===== config.mk =====
export PLATFORM = sky130hd
export DESIGN_NAME = nmea_sentence_checksum_framer_core_flat
export DESIGN_NICKNAME = d
export VERILOG_FILES = /design/src/rtl/nmeack_pkg.sv /design/src/rtl/nmeack_if.sv /design/src/rtl/nmeack_ram.sv /design/src/rtl/nmea_sentence_checksum_framer_core.sv /design/src/flat_wrapper.sv
export SDC_FILE = /design/constraint.sdc
export NUM_CORES = 1
export LEC_CHECK = 0
export BUFFER_PORTS_ARGS = -buffer_cell sky130_fd_sc_hd__buf_2
export CORE_MARGIN = 2
export CORE_UTILIZATION = 45
export CTS_CLUSTER_DIAMETER = 50
export CTS_CLUSTER_SIZE = 16
export DETAILED_ROUTE_END_ITERATION = 7
export PLACE_DENSITY = 0.61
export SLEW_MARGIN = 20
export SYNTH_ARGS = -nofsm -noshare
export SYNTH_HDL_FRONTEND = slang
export SYNTH_HIERARCHICAL = 1
export SYNTH_SLANG_ARGS = --single-unit
export TNS_END_PERCENT = 5

===== constraint.sdc =====
create_clock -name clk -period 6.2 [get_ports clk]
set_clock_uncertainty 0.1 [all_clocks]
set_input_delay 0.62 -clock clk [delete_from_list [all_inputs] [get_ports clk]]
set_output_delay 0.62 -clock clk [all_outputs]
set_load 0.01 [all_outputs]

===== src/rtl/nmeack_pkg.sv =====
`timescale 1ns / 1ps
`default_nettype none

package nmeack_pkg;

  localparam logic [7:0] START_MARK = 8'h24;  // '$'
  localparam logic [7:0] CHECK_MARK = 8'h2A;  // '*'
  localparam int unsigned HEX_BASE_BITS = 4;  // base 16 digit width

  typedef logic [1:0] status_t;
  localparam status_t ST_PLAIN = 2'd0;
  localparam status_t ST_GOOD  = 2'd1;
  localparam status_t ST_BAD   = 2'd2;

  typedef enum logic [2:0] {
    S_IDLE,
    S_SUM,
    S_CMP,
    S_EMIT_RD,
    S_EMIT_LD
  } state_t;

  // {digit ok, digit value}
  function automatic logic [HEX_BASE_BITS:0] hex_digit(input logic [7:0] ch);
    logic [HEX_BASE_BITS:0] res;
    res = '0;
    if (ch >= 8'h30 && ch <= 8'h39) begin
      res = {1'b1, 4'(ch - 8'h30)};
    end else if (ch >= 8'h41 && ch <= 8'h46) begin
      res = {1'b1, 4'(ch - 8'h37)};
    end else if (ch >= 8'h61 && ch <= 8'h66) begin
      res = {1'b1, 4'(ch - 8'h57)};
    end
    return res;
  endfunction

  // checksum carried by the two trailing digits
  function automatic logic [7:0] rx_sum(input logic [7:0] hi, input logic [7:0] lo);
    logic [HEX_BASE_BITS:0] h;
    logic [HEX_BASE_BITS:0] l;
    logic [7:0] res;
    h = hex_digit(hi);
    l = hex_digit(lo);
    if (!h[HEX_BASE_BITS]) begin
      res = 8'h00;
    end else if (!l[HEX_BASE_BITS]) begin
      res = {4'h0, h[HEX_BASE_BITS-1:0]};
    end else begin
      res = {h[HEX_BASE_BITS-1:0], l[HEX_BASE_BITS-1:0]};
    end
    return res;
  endfunction

endpackage

`default_nettype wire


===== src/rtl/nmeack_if.sv =====
`timescale 1ns / 1ps
`default_nettype none

interface nmeack_in_if;
  logic       valid;
  logic       ready;
  logic [7:0] rx_byte;

  modport source (output valid, output rx_byte, input ready);
  modport sink   (input valid, input rx_byte, output ready);
endinterface

interface nmeack_out_if;
  logic       valid;
  logic       ready;
  logic [1:0] status;
  logic [7:0] sentence_byte;
  logic       last;

  modport source (output valid, output status, output sentence_byte, output last,
                  input ready);
  modport sink   (input valid, input status, input sentence_byte, input last,
                  output ready);
endinterface

`default_nettype wire


===== src/rtl/nmeack_ram.sv =====
`timescale 1ns / 1ps
`default_nettype none

module nmeack_ram #(
  parameter int WIDTH = 8,
  parameter int DEPTH = 64
) (
  input  wire logic                     clk,
  input  wire logic                     we,
  input  wire logic [$clog2(DEPTH)-1:0] waddr,
  input  wire logic [WIDTH-1:0]         wdata,
  input  wire logic                     re,
  input  wire logic [$clog2(DEPTH)-1:0] raddr,
  output logic      [WIDTH-1:0]         rdata
);

  logic [WIDTH-1:0] mem [DEPTH];

  always_ff @(posedge clk) begin
    if (we) begin
      mem[waddr] <= wdata;
    end
    if (re) begin
      rdata <= mem[raddr];
    end
  end

endmodule

`default_nettype wire


===== src/rtl/nmea_sentence_checksum_framer_core.sv =====
// nmea sentence framer with checksum check
// in_item carries one received character (rx_byte) per item; out_item carries
// results (status, sentence_byte, last), valid/ready on both sides.
// a plain character (no sentence end) is taken and its single result is
// shown in the output register on the next cycle.
// a character that closes a sentence of n bytes starts the sequencer: the
// xor of the n-4 payload bytes is gathered one byte a cycle through the
// store's single read port, the S_CMP state compares, then a bad sentence
// gives one error result, a good one gives n results, each read, then
// loaded into the output register, the last one flagged
// in_item.ready is low while the sequencer runs or the output register is
// full and not being taken; a stalled receiver simply holds the sequencer
// synchronous active-low reset empties the output register and sets the
// write position to zero; the byte store needs no clearing, only bytes
// written since the last restart are ever read
`timescale 1ns / 1ps
`default_nettype none

module nmea_sentence_checksum_framer_core #(
  parameter int BUFFER_BYTES = 64
) (
  input  wire logic      clk,
  input  wire logic      rst_n,
  nmeack_in_if.sink      in_item,
  nmeack_out_if.source   out_item
);

  localparam int AW = $clog2(BUFFER_BYTES);

  nmeack_pkg::state_t state_r, state_nxt;

  logic [AW-1:0] wp_r, wp_nxt;       // next write position
  logic [AW-1:0] n_r, n_nxt;         // bytes in the closed sentence
  logic [AW-1:0] ra_r, ra_nxt;       // read address counter
  logic          pend_r, pend_nxt;   // read data arrives this cycle
  logic [7:0]    sum_r, sum_nxt;     // payload xor accumulator
  logic          start_r, start_nxt; // byte at position 0 is '$'
  logic [7:0]    prev1_r, prev1_nxt;
  logic [7:0]    prev2_r, prev2_nxt;
  logic [7:0]    hi_r, hi_nxt;
  logic [7:0]    lo_r, lo_nxt;

  // output register
  logic                 ov_r, ov_nxt;
  nmeack_pkg::status_t  ostat_r, ostat_nxt;
  logic [7:0]           obyte_r, obyte_nxt;
  logic                 olast_r, olast_nxt;

  // store port
  logic          ram_we;
  logic [AW-1:0] ram_waddr;
  logic          ram_re;
  logic [AW-1:0] ram_raddr;
  logic [7:0]    ram_rdata;

  logic          out_free;
  logic [AW-1:0] pos;
  logic          issue;

  nmeack_ram #(
    .WIDTH (8),
    .DEPTH (BUFFER_BYTES)
  ) u_store (
    .clk   (clk),
    .we    (ram_we),
    .waddr (ram_waddr),
    .wdata (in_item.rx_byte),
    .re    (ram_re),
    .raddr (ram_raddr),
    .rdata (ram_rdata)
  );

  assign out_free      = !ov_r || out_item.ready;
  assign in_item.ready = (state_r == nmeack_pkg::S_IDLE) && out_free;

  assign out_item.valid         = ov_r;
  assign out_item.status        = ostat_r;
  assign out_item.sentence_byte = obyte_r;
  assign out_item.last          = olast_r;

  // restart on '$' or when the store holds BUFFER_BYTES-1 bytes
  assign pos = (in_item.rx_byte == nmeack_pkg::START_MARK ||
                wp_r >= AW'(BUFFER_BYTES - 1)) ? '0 : wp_r;

  // more payload bytes to read while ra + 3 < n
  assign issue = ({1'b0, ra_r} + (AW+1)'(3)) < {1'b0, n_r};

  always_ff @(posedge clk) begin
    if (!rst_n) begin
      state_r <= nmeack_pkg::S_IDLE;
      wp_r    <= '0;
      pend_r  <= 1'b0;
      ov_r    <= 1'b0;
    end else begin
      state_r <= state_nxt;
      wp_r    <= wp_nxt;
      pend_r  <= pend_nxt;
      ov_r    <= ov_nxt;
    end
  end

  always_ff @(posedge clk) begin
    n_r     <= n_nxt;
    ra_r    <= ra_nxt;
    sum_r   <= sum_nxt;
    start_r <= start_nxt;
    prev1_r <= prev1_nxt;
    prev2_r <= prev2_nxt;
    hi_r    <= hi_nxt;
    lo_r    <= lo_nxt;
    ostat_r <= ostat_nxt;
    obyte_r <= obyte_nxt;
    olast_r <= olast_nxt;
  end

  always_comb begin
    state_nxt = state_r;
    wp_nxt    = wp_r;
    n_nxt     = n_r;
    ra_nxt    = ra_r;
    pend_nxt  = 1'b0;
    sum_nxt   = sum_r;
    start_nxt = start_r;
    prev1_nxt = prev1_r;
    prev2_nxt = prev2_r;
    hi_nxt    = hi_r;
    lo_nxt    = lo_r;
    ostat_nxt = ostat_r;
    obyte_nxt = obyte_r;
    olast_nxt = olast_r;
    ov_nxt    = ov_r && !out_item.ready;

    ram_we    = 1'b0;
    ram_waddr = pos;
    ram_re    = 1'b0;
    ram_raddr = ra_r;

    case (state_r)
      nmeack_pkg::S_IDLE: begin
        if (in_item.valid && in_item.ready) begin
          ram_we    = 1'b1;
          prev1_nxt = in_item.rx_byte;
          prev2_nxt = prev1_r;
          if (pos == '0) begin
            start_nxt = (in_item.rx_byte == nmeack_pkg::START_MARK);
          end
          // sentence end: '$' first and '*' two places back
          if (pos >= AW'(2) && start_r && prev2_r == nmeack_pkg::CHECK_MARK) begin
            wp_nxt    = '0;
            n_nxt     = pos + AW'(1);
            hi_nxt    = prev1_r;
            lo_nxt    = in_item.rx_byte;
            ra_nxt    = AW'(1);
            sum_nxt   = '0;
            state_nxt = nmeack_pkg::S_SUM;
          end else begin
            wp_nxt    = pos + AW'(1);
            ov_nxt    = 1'b1;
            ostat_nxt = nmeack_pkg::ST_PLAIN;
            obyte_nxt = '0;
            olast_nxt = 1'b1;
          end
        end
      end

      nmeack_pkg::S_SUM: begin
        // read ahead one byte while folding in the previous one
        if (issue) begin
          ram_re   = 1'b1;
          ra_nxt   = ra_r + AW'(1);
          pend_nxt = 1'b1;
        end
        if (pend_r) begin
          sum_nxt = sum_r ^ ram_rdata;
        end
        if (!issue && !pend_r) begin
          state_nxt = nmeack_pkg::S_CMP;
        end
      end

      nmeack_pkg::S_CMP: begin
        if (out_free) begin
          if (sum_r == nmeack_pkg::rx_sum(hi_r, lo_r)) begin
            ra_nxt    = '0;
            state_nxt = nmeack_pkg::S_EMIT_RD;
          end else begin
            ov_nxt    = 1'b1;
            ostat_nxt = nmeack_pkg::ST_BAD;
            obyte_nxt = '0;
            olast_nxt = 1'b1;
            state_nxt = nmeack_pkg::S_IDLE;
          end
        end
      end

      nmeack_pkg::S_EMIT_RD: begin
        ram_re    = 1'b1;
        state_nxt = nmeack_pkg::S_EMIT_LD;
      end

      nmeack_pkg::S_EMIT_LD: begin
        // read data holds until the next read, so a stall just waits here
        if (out_free) begin
          ov_nxt    = 1'b1;
          ostat_nxt = nmeack_pkg::ST_GOOD;
          obyte_nxt = ram_rdata;
          olast_nxt = (ra_r == n_r - AW'(1));
          if (ra_r == n_r - AW'(1)) begin
            state_nxt = nmeack_pkg::S_IDLE;
          end else begin
            ra_nxt    = ra_r + AW'(1);
            state_nxt = nmeack_pkg::S_EMIT_RD;
          end
        end
      end

      default: begin
        state_nxt = nmeack_pkg::S_IDLE;
      end
    endcase
  end

endmodule

`default_nettype wire


===== src/flat_wrapper.sv =====
// flat-port wrapper written by rule: the top's interface ports become plain ports
module nmea_sentence_checksum_framer_core_flat 
#(
  parameter int BUFFER_BYTES = 64
)
  (clk, rst_n, in_item_valid, in_item_rx_byte, in_item_ready, out_item_valid, out_item_status, out_item_sentence_byte, out_item_last, out_item_ready);
  nmeack_in_if in_item_i ();
  nmeack_out_if out_item_i ();
  input  wire logic clk;
  input  wire logic rst_n;
  input wire logic [$bits(in_item_i.valid)-1:0] in_item_valid;
  input wire logic [$bits(in_item_i.rx_byte)-1:0] in_item_rx_byte;
  output wire logic [$bits(in_item_i.ready)-1:0] in_item_ready;
  output wire logic [$bits(out_item_i.valid)-1:0] out_item_valid;
  output wire logic [$bits(out_item_i.status)-1:0] out_item_status;
  output wire logic [$bits(out_item_i.sentence_byte)-1:0] out_item_sentence_byte;
  output wire logic [$bits(out_item_i.last)-1:0] out_item_last;
  input wire logic [$bits(out_item_i.ready)-1:0] out_item_ready;
  assign in_item_i.valid = in_item_valid;
  assign in_item_i.rx_byte = in_item_rx_byte;
  assign in_item_ready = in_item_i.ready;
  assign out_item_valid = out_item_i.valid;
  assign out_item_status = out_item_i.status;
  assign out_item_sentence_byte = out_item_i.sentence_byte;
  assign out_item_last = out_item_i.last;
  assign out_item_i.ready = out_item_ready;
  nmea_sentence_checksum_framer_core #(.BUFFER_BYTES(BUFFER_BYTES)) u_core (.clk(clk), .rst_n(rst_n), .in_item(in_item_i), .out_item(out_item_i));
endmodule

==> impl_metrics.py, run 1 <==
metrics = {
    "min_path": {
        "holdPathStages": 2,
        "hold_start": "rst_n",
        "holdPathEnd": "u_core/state_r[2]$_SDFFE_PN0P_",
        "min_path_type": "in -> reg",
    },
    "finish": {
        "final_area_um2": 26920,
        "nNetsFinal": 1372,
        "final.fill_count": 4262,
        "area_growth_pct": 10.58,
        "diodes": 0,
        "final_util": 0.5013,
        "fin_cells": 2074,
        "drive_gt1_frac": 0.2032,
    },
    "route": {
        "vias": 12510,
        "drtPass1Iterations": 5,
        "drt-total-wl_mm": 54.09,
        "ant_nets": 0,
        "dr.first_iter.drc_count": 1400,
        "wl_per_cell_um": 26.08,
        "drc_errors": 0,
        "vias_per_cell": 6.031,
    },
    "cts": {
        "cts_root_buf": "clkbuf_16",
        "htreeDepth": 2,
        "clk_path_buf_depth": 3,
        "clk_latency_ns": 0.60,
        "post-cts-setup-buffers": 0,
        "clkSinkCount": 595,
        "hold_buffers": 0,
        "cts_tree": "done",
        "path_clk_slew_ns": 0.06,
        "cts_buffers": 53,
        "cts_resized": 0,
    },
    "placement": {
        "dp.cells": 1983,
        "hpwl_mm": 32.49,
        "place_congestion": 0.8431,
        "post_dp_cell_area_um2": 25130,
        "pre_cts_slack_ns": 1.585,
        "io_buffers": 24,
    },
    "sta": {
        "setup_slack_ns": 2.197,
        "clock.fmax_ghz": 0.2498,
        "maxSlewHeadroom": 0.3114,
        "setup_tns_ns": 0,
        "period_share": 0.6456,
        "tightest_slew_ns": 1.033,
        "period_minus_slack_ns": 4.003,
        "hold_viol": 0,
        "holdWs_ns": 0.2960,
        "rsz0062_at_grt": "no",
        "finalSetupViolations": 0,
        "report.final.slew_viol_count": 0,
    },
    "setup_path": {
        "rr_endpoint": "u_core/u_store/mem[59][4]$_DFFE_PP_",
        "cpPeakStageDelay_ns": 0.86,
        "cp_num_buf_inv": 2,
        "cpMaxStageDelayCell": "nor2_1",
        "crit_family": "simple AND/OR/NAND/NOR gates",
        "start_kind": "input pin",
        "reg2reg_from": "u_core/state_r[1]$_SDFFE_PN0P_",
        "cp.arrival_ns": 4.12,
        "rr_worst_depth": 7,
        "cp_max_fo": 17,
        "critical_path.cell_chain": "buf_2 > nor4b_1 > and4b_1 > a21oi_1 > nand2_1 > inv_1 > nor2b_1 > nand3_1 > nor2_1",
        "reg2reg_slack_ns": 2.20,
        "critPathCaptureType": "flop",
        "crit_required_ns": 6.32,
        "critical_path_class": "in -> reg",
    },
    "synth": {
        "synthesis.area_um2": 24350,
        "synth-edff-count": 584,
        "synth_area_leaders": "edfxtp_1 72%, mux4_2 12%, nor2_1 1.8%",
        "synth_cell_types": 77,
        "syn_area_per_cell_um2": 18.60,
        "syn_inst": 1309,
        "async_reset_ff_frac": 0,
        "syn-num-nets": 1339,
        "synth.top_cell.area_share": 0.7203,
        "ys_seq_area_frac": 0.7293,
        "synth.ff_latch_count": 595,
        "yosys_warnings": 6,
        "synth_largest_area_cell": "edfxtp_1",
        "synth_ff_type": "edfxtp_1",
    },
    "grt": {
        "first_global_vias": 12510,
        "grt_usage": 0.1949,
        "antenna_found_initial": 1,
        "grt_max_degree": 67,
        "overflow": 0,
        "grt_pass1_wl_mm": 80.90,
    },
    "floorplanning": {
        "io_pins": 25,
        "die_area_um2": 55980,
        "initial_utilization": 0.4533,
        "fp.dieW_um": 236.6,
        "coreArea_um2": 53710,
        "num_rows": 85,
        "dieHeight_um": 236.6,
    },
    "power_and_ir_drop": {
        "p_total_mw": 7.939,
        "ir_drop_mv": 0.2072,
        "p_leak_nw": 8.575,
        "cellPowerDensity_nw_per_um2": 294.9,
    },
    "outcome": {
        "status": "finished clean",
    },
    "run": {
        "drv_cap": 0,
    },
}
-- layer usage --
metal  wire [um]  up-vias  global-route usage
met5           0        -                   0
met4        1161        0             0.05332
met2       24800      499              0.2952
met1       24140     6560              0.2903
met3        3999       70             0.03870
li1            -     5380                   -
-- report_power, final --
group          internal [mW]  total (mW)  switching (mW)
clock                   1.89        3.38            1.49
sequential              4.43        4.44         0.00608
combinational         0.0200       0.122           0.102
total                   6.34        7.94            1.59
-- cells by family after synthesis --
kind of cell	synth area share
AOI/OAI and AO/OA	0.04209
xor gates and xnor gates	0.009713
adders and majority gates	0.009250
buffers and inverters	0.01896
DFF	0.7293
muxes	0.1320
and+or+nand+nor	0.05864
-- worst max path at each step --
stage	from	depth (start not counted)	endpoint	slack, ns
floorplan	in_item_rx_byte[5]	12	u_core/out_item.last$_SDFFCE_PN1P_	2.65
global placement	in_item_rx_byte[5]	12	u_core/out_item.status[0]$_DFFE_PP_	1.67
detailed placement	in_item_rx_byte[5]	9	u_core/u_store/mem[61][0]$_DFFE_PP_	1.59
CTS	u_core/ra_r[0]$_DFFE_PP_	10	u_core/u_store/rdata[1]$_DFFE_PP_	2.14
global route	in_item_rx_byte[5]	12	u_core/out_item.sentence_byte[7]$_SDFFCE_PN0P_	1.91
finish	in_item_rx_byte[5]	9	u_core/u_store/mem[61][0]$_DFFE_PP_	2.20
-- registers in the layout, indices dropped and copies added, names as in the netlist --
| signal | flops |
|---|---|
| u_core/out_item.sentence_byte | 8 |
| u_core/prev1_r | 8 |
| u_core/n_r | 6 |
| u_core/out_item.last | 1 |
| u_core/out_item.status | 2 |
| u_core/wp_r | 6 |
| u_core/out_item.valid | 1 |
| u_core/lo_r | 8 |
| u_core/u_store/mem | 512 |
| u_core/hi_r | 8 |
| u_core/sum_r | 8 |
| u_core/state_r | 3 |
| u_core/ra_r | 6 |
| u_core/start_r | 1 |
| u_core/prev2_r | 8 |
| u_core/u_store/rdata | 8 |
| u_core/pend_r | 1 |
-- layout by cell type (no fill, tap or decap), types with 8 or more instances in the layout --
master     count
a22oi_1       10
clkbuf_16     55
and2_1         8
inv_6          8
nor3_1         9
dfxtp_1       11
ha_1          18
nor2b_1       23
nand2b_1      12
mux2_2        13
nand2_1       32
buf_2         24
o21ai_0       13
mux4_2       126
edfxtp_1     584
a21oi_1       14
o221ai_1       8
mux2i_1       23
buf_4         18
xnor2_1       21
and3_1        15
nand3_1       22
o22ai_1        9
inv_1         20
nor2_1       117
-- area by class of cell --
| type | count | area, um2 | area share |
|---|---|---|---|
| Clock buffer | 60 | 1395 | 0.05182 |
| Clock inverter | 31 | 382.9 | 0.01422 |
| Inverter | 22 | 82.58 | 0.003067 |
| Multi-Input combinational cell | 626 | 6138 | 0.2280 |
| Sequential cell | 595 | 17760 | 0.6596 |
| Tap cell | 696 | 870.8 | 0.03235 |
| Timing Repair Buffer | 44 | 295.3 | 0.01097 |
-- cell usage after synthesis, types with 14 or more instances --
library cell and number:
inv_1 20, edfxtp_1 584, nand3_1 22, nor2_1 117, and3_1 15, mux2i_1 23
clkbuf_1 30, xnor2_1 21, nor2b_1 23, mux4_2 126, ha_1 18, a21oi_1 14
nand2_1 32
No activity file was read; power rests on OpenSTA's default activity.
==> run 2: changes to the inputs <==
Settings changed: PLACE_DENSITY 0.61 to 0.63.
Clock period 6.2 ns to 3.52 ns, I/O delays scaled along.
==> impl_metrics.py, run 2 (same netlist as run 1, synthesis figures left out) <==
metrics = {
    "route": {
        "drt-total-wl_mm": 53.94,
        "dr.first_iter.drc_count": 1294,
        "vias_per_cell": 5.803,
        "vias": 12710,
        "drc_errors": 0,
        "wl_per_cell_um": 24.63,
        "drtPass1Iterations": 7,
        "ant_nets": 0,
    },
    "floorplanning": {
        "initial_utilization": 0.4533,
        "io_pins": 25,
        "coreArea_um2": 53710,
        "die_area_um2": 55980,
        "num_rows": 85,
        "fp.dieW_um": 236.6,
        "dieHeight_um": 236.6,
    },
    "power_and_ir_drop": {
        "comb_power_share": 0.017,
        "cellPowerDensity_nw_per_um2": 487.8,
        "ir_drop_mv": 0.3372,
        "p_leak_nw": 9.111,
        "seq_power_share": 0.579,
        "power_switching_share": 0.1978,
        "power.switching_mw": 2.670,
        "p_int_mw": 10.83,
        "clkPwrFrac": 0.404,
    },
    "setup_path": {
        "crit_path_end": "u_core/out_item.sentence_byte[4]$_SDFFCE_PN0P_",
        "critical_path.cell_chain": "ha_1 > or3b_4 > and3_4 > or3_1 > a2111o_1 > a211oi_2 > nand4_2 > buf_4 > o2bb2ai_1 > buf_4",
        "rr_worst_depth": 10,
        "reg2reg_slack_ns": 0.13,
        "cp.arrival_ns": 3.62,
        "cpMaxStageDelayCell": "edfxtp_1",
        "crit_required_ns": 3.75,
        "cp_max_fo": 11,
        "start_kind": "flop",
        "critPathCaptureType": "flop",
        "crit_top_cell": "buf_4",
        "critPathLaunch": "u_core/hi_r[0]$_DFFE_PP_",
        "critical_path_class": "reg -> reg",
        "rr_endpoint": "u_core/out_item.sentence_byte[4]$_SDFFCE_PN0P_",
        "cpPeakStageDelay_ns": 0.46,
        "reg2reg_from": "u_core/hi_r[0]$_DFFE_PP_",
    },
    "sta": {
        "finalSetupViolations": 0,
        "maxSlewHeadroom": 0.4925,
        "hold_viol": 0,
        "report.final.slew_viol_count": 0,
        "holdWs_ns": 0.05443,
        "period_minus_slack_ns": 3.392,
        "clock.fmax_ghz": 0.2948,
        "setup_tns_ns": 0,
        "period_share": 0.9636,
        "rsz0062_at_grt": "no",
        "tightest_slew_ns": 0.7584,
    },
    "finish": {
        "drive_gt1_frac": 0.2565,
        "final_area_um2": 27680,
        "final_cell_mix": "584 x edfxtp_1, 133 x buf_4, 126 x mux4_2",
        "largest_reg_flops": 512,
        "multi_input_area_um2": 6141,
        "final_common_cell": "edfxtp_1",
        "final_util": 0.5153,
        "seqCellArea_um2": 17760,
        "top_register": "u_core/u_store/mem",
        "area_growth_pct": 13.67,
        "nNetsFinal": 1489,
        "final.fill_count": 4226,
    },
    "cts": {
        "htreeDepth": 2,
        "hold_buffers": 0,
        "cts_tree": "done",
        "post-cts-setup-buffers": 0,
        "clk_latency_ns": 0.60,
        "clkSinkCount": 595,
        "cts_buffers": 51,
        "path_clk_slew_ns": 0.07,
        "cts_resized": 0,
        "cts_root_buf": "clkbuf_16",
        "clk_path_buf_depth": 3,
    },
    "grt": {
        "first_global_vias": 12780,
        "grt_use_met1": 0.2823,
        "grt_usage": 0.1952,
        "grt_max_degree": 86,
        "met2_usage": 0.3027,
        "antenna_found_initial": 1,
        "gr-max-usage-layer": "met2",
        "overflow": 0,
        "grt_use_met3": 0.04057,
        "grt_pass1_wl_mm": 80.97,
    },
    "run": {
        "drv_cap": 0,
    },
    "placement": {
        "io_buffers": 24,
        "hpwl_mm": 33.57,
        "post_dp_cell_area_um2": 26080,
        "place_congestion": 0.8153,
    },
    "min_path": {
        "min_path_type": "in -> reg",
    },
    "outcome": {
        "status": "finished clean",
    },
}
==> run 2: changes by cell type in the layout (fill, tap and decap cells not counted), moves of 4 or more <==
cell      change
clkinv_1      +7
inv_6         -6
buf_4       +115
buf_12        +4
clkbuf_1      +4
==> run 2: how the worst min path moves through the flow <==
stage	start	end	slack, ns	cells past startpoint
after global routing	rst_n	u_core/state_r[2]$_SDFFE_PN0P_	0.05	2
after CTS	rst_n	u_core/state_r[2]$_SDFFE_PN0P_	0.02	2
final	rst_n	u_core/wp_r[5]$_SDFFE_PN0P_	0.05	2
after global placement	u_core/prev1_r[6]$_DFFE_PP_	u_core/hi_r[6]$_DFFE_PP_	0.33	0
after detailed placement	u_core/prev1_r[1]$_DFFE_PP_	u_core/prev2_r[1]$_DFFE_PP_	0.33	0
after floorplan	u_core/prev1_r[0]$_DFFE_PP_	u_core/hi_r[0]$_DFFE_PP_	0.32	0
==> run 2: cell type report <==
class,count,share of cell area
Clock inverter,25,0.008092
Sequential cell,595,0.6416
Tap cell,696,0.03146
Timing Repair Buffer,163,0.04476
Inverter,22,0.002984
Multi-Input combinational cell,626,0.2219
Clock buffer,62,0.04914
Antenna cell,1,0.00009042
==> run 2: per-layer routing <==
metal,vias up,wire [um]
met1,6617,23690
li1,5602,-
met2,419,25140
met4,2,1137
met5,-,13
met3,68,3957
==> run 2: through the flow <==
| step | total power, mW | setup slack [ns] | cells |
|---|---|---|---|
| 2_1_floorplan | 8.026 | 0.1363 | 1309 |
| 3_3_place_gp | 8.195 | 0.1018 | 2102 |
| 3_5_place_dp | 8.207 | 0.04364 | 2102 |
| 4_1_cts | 13.63 | 0.03615 | 2189 |
| 5_1_grt | 13.89 | 0.005614 | 2189 |
| 6_report | 13.50 | 0.1281 | 2190 |
==> run 2: critical path: cells and delay by family, from the launching register on <==
family / cells / cell delay (ns)
fa+ha+maj: 1 / 0.28
simple gates: 4 / 1.14
buf+inv: 2 / 0.38
flops: 1 / 0.46
compound gates: 3 / 0.79
==> run 2: power by group through the flow <==
stage	sequential [mW]	clock [mW]	combinational, mW
floorplan	7.97	0	0.0552
global placement	7.97	0	0.227
detailed placement	7.97	0	0.236
CTS	7.82	5.57	0.235
global route	7.81	5.82	0.254
finish	7.82	5.45	0.231
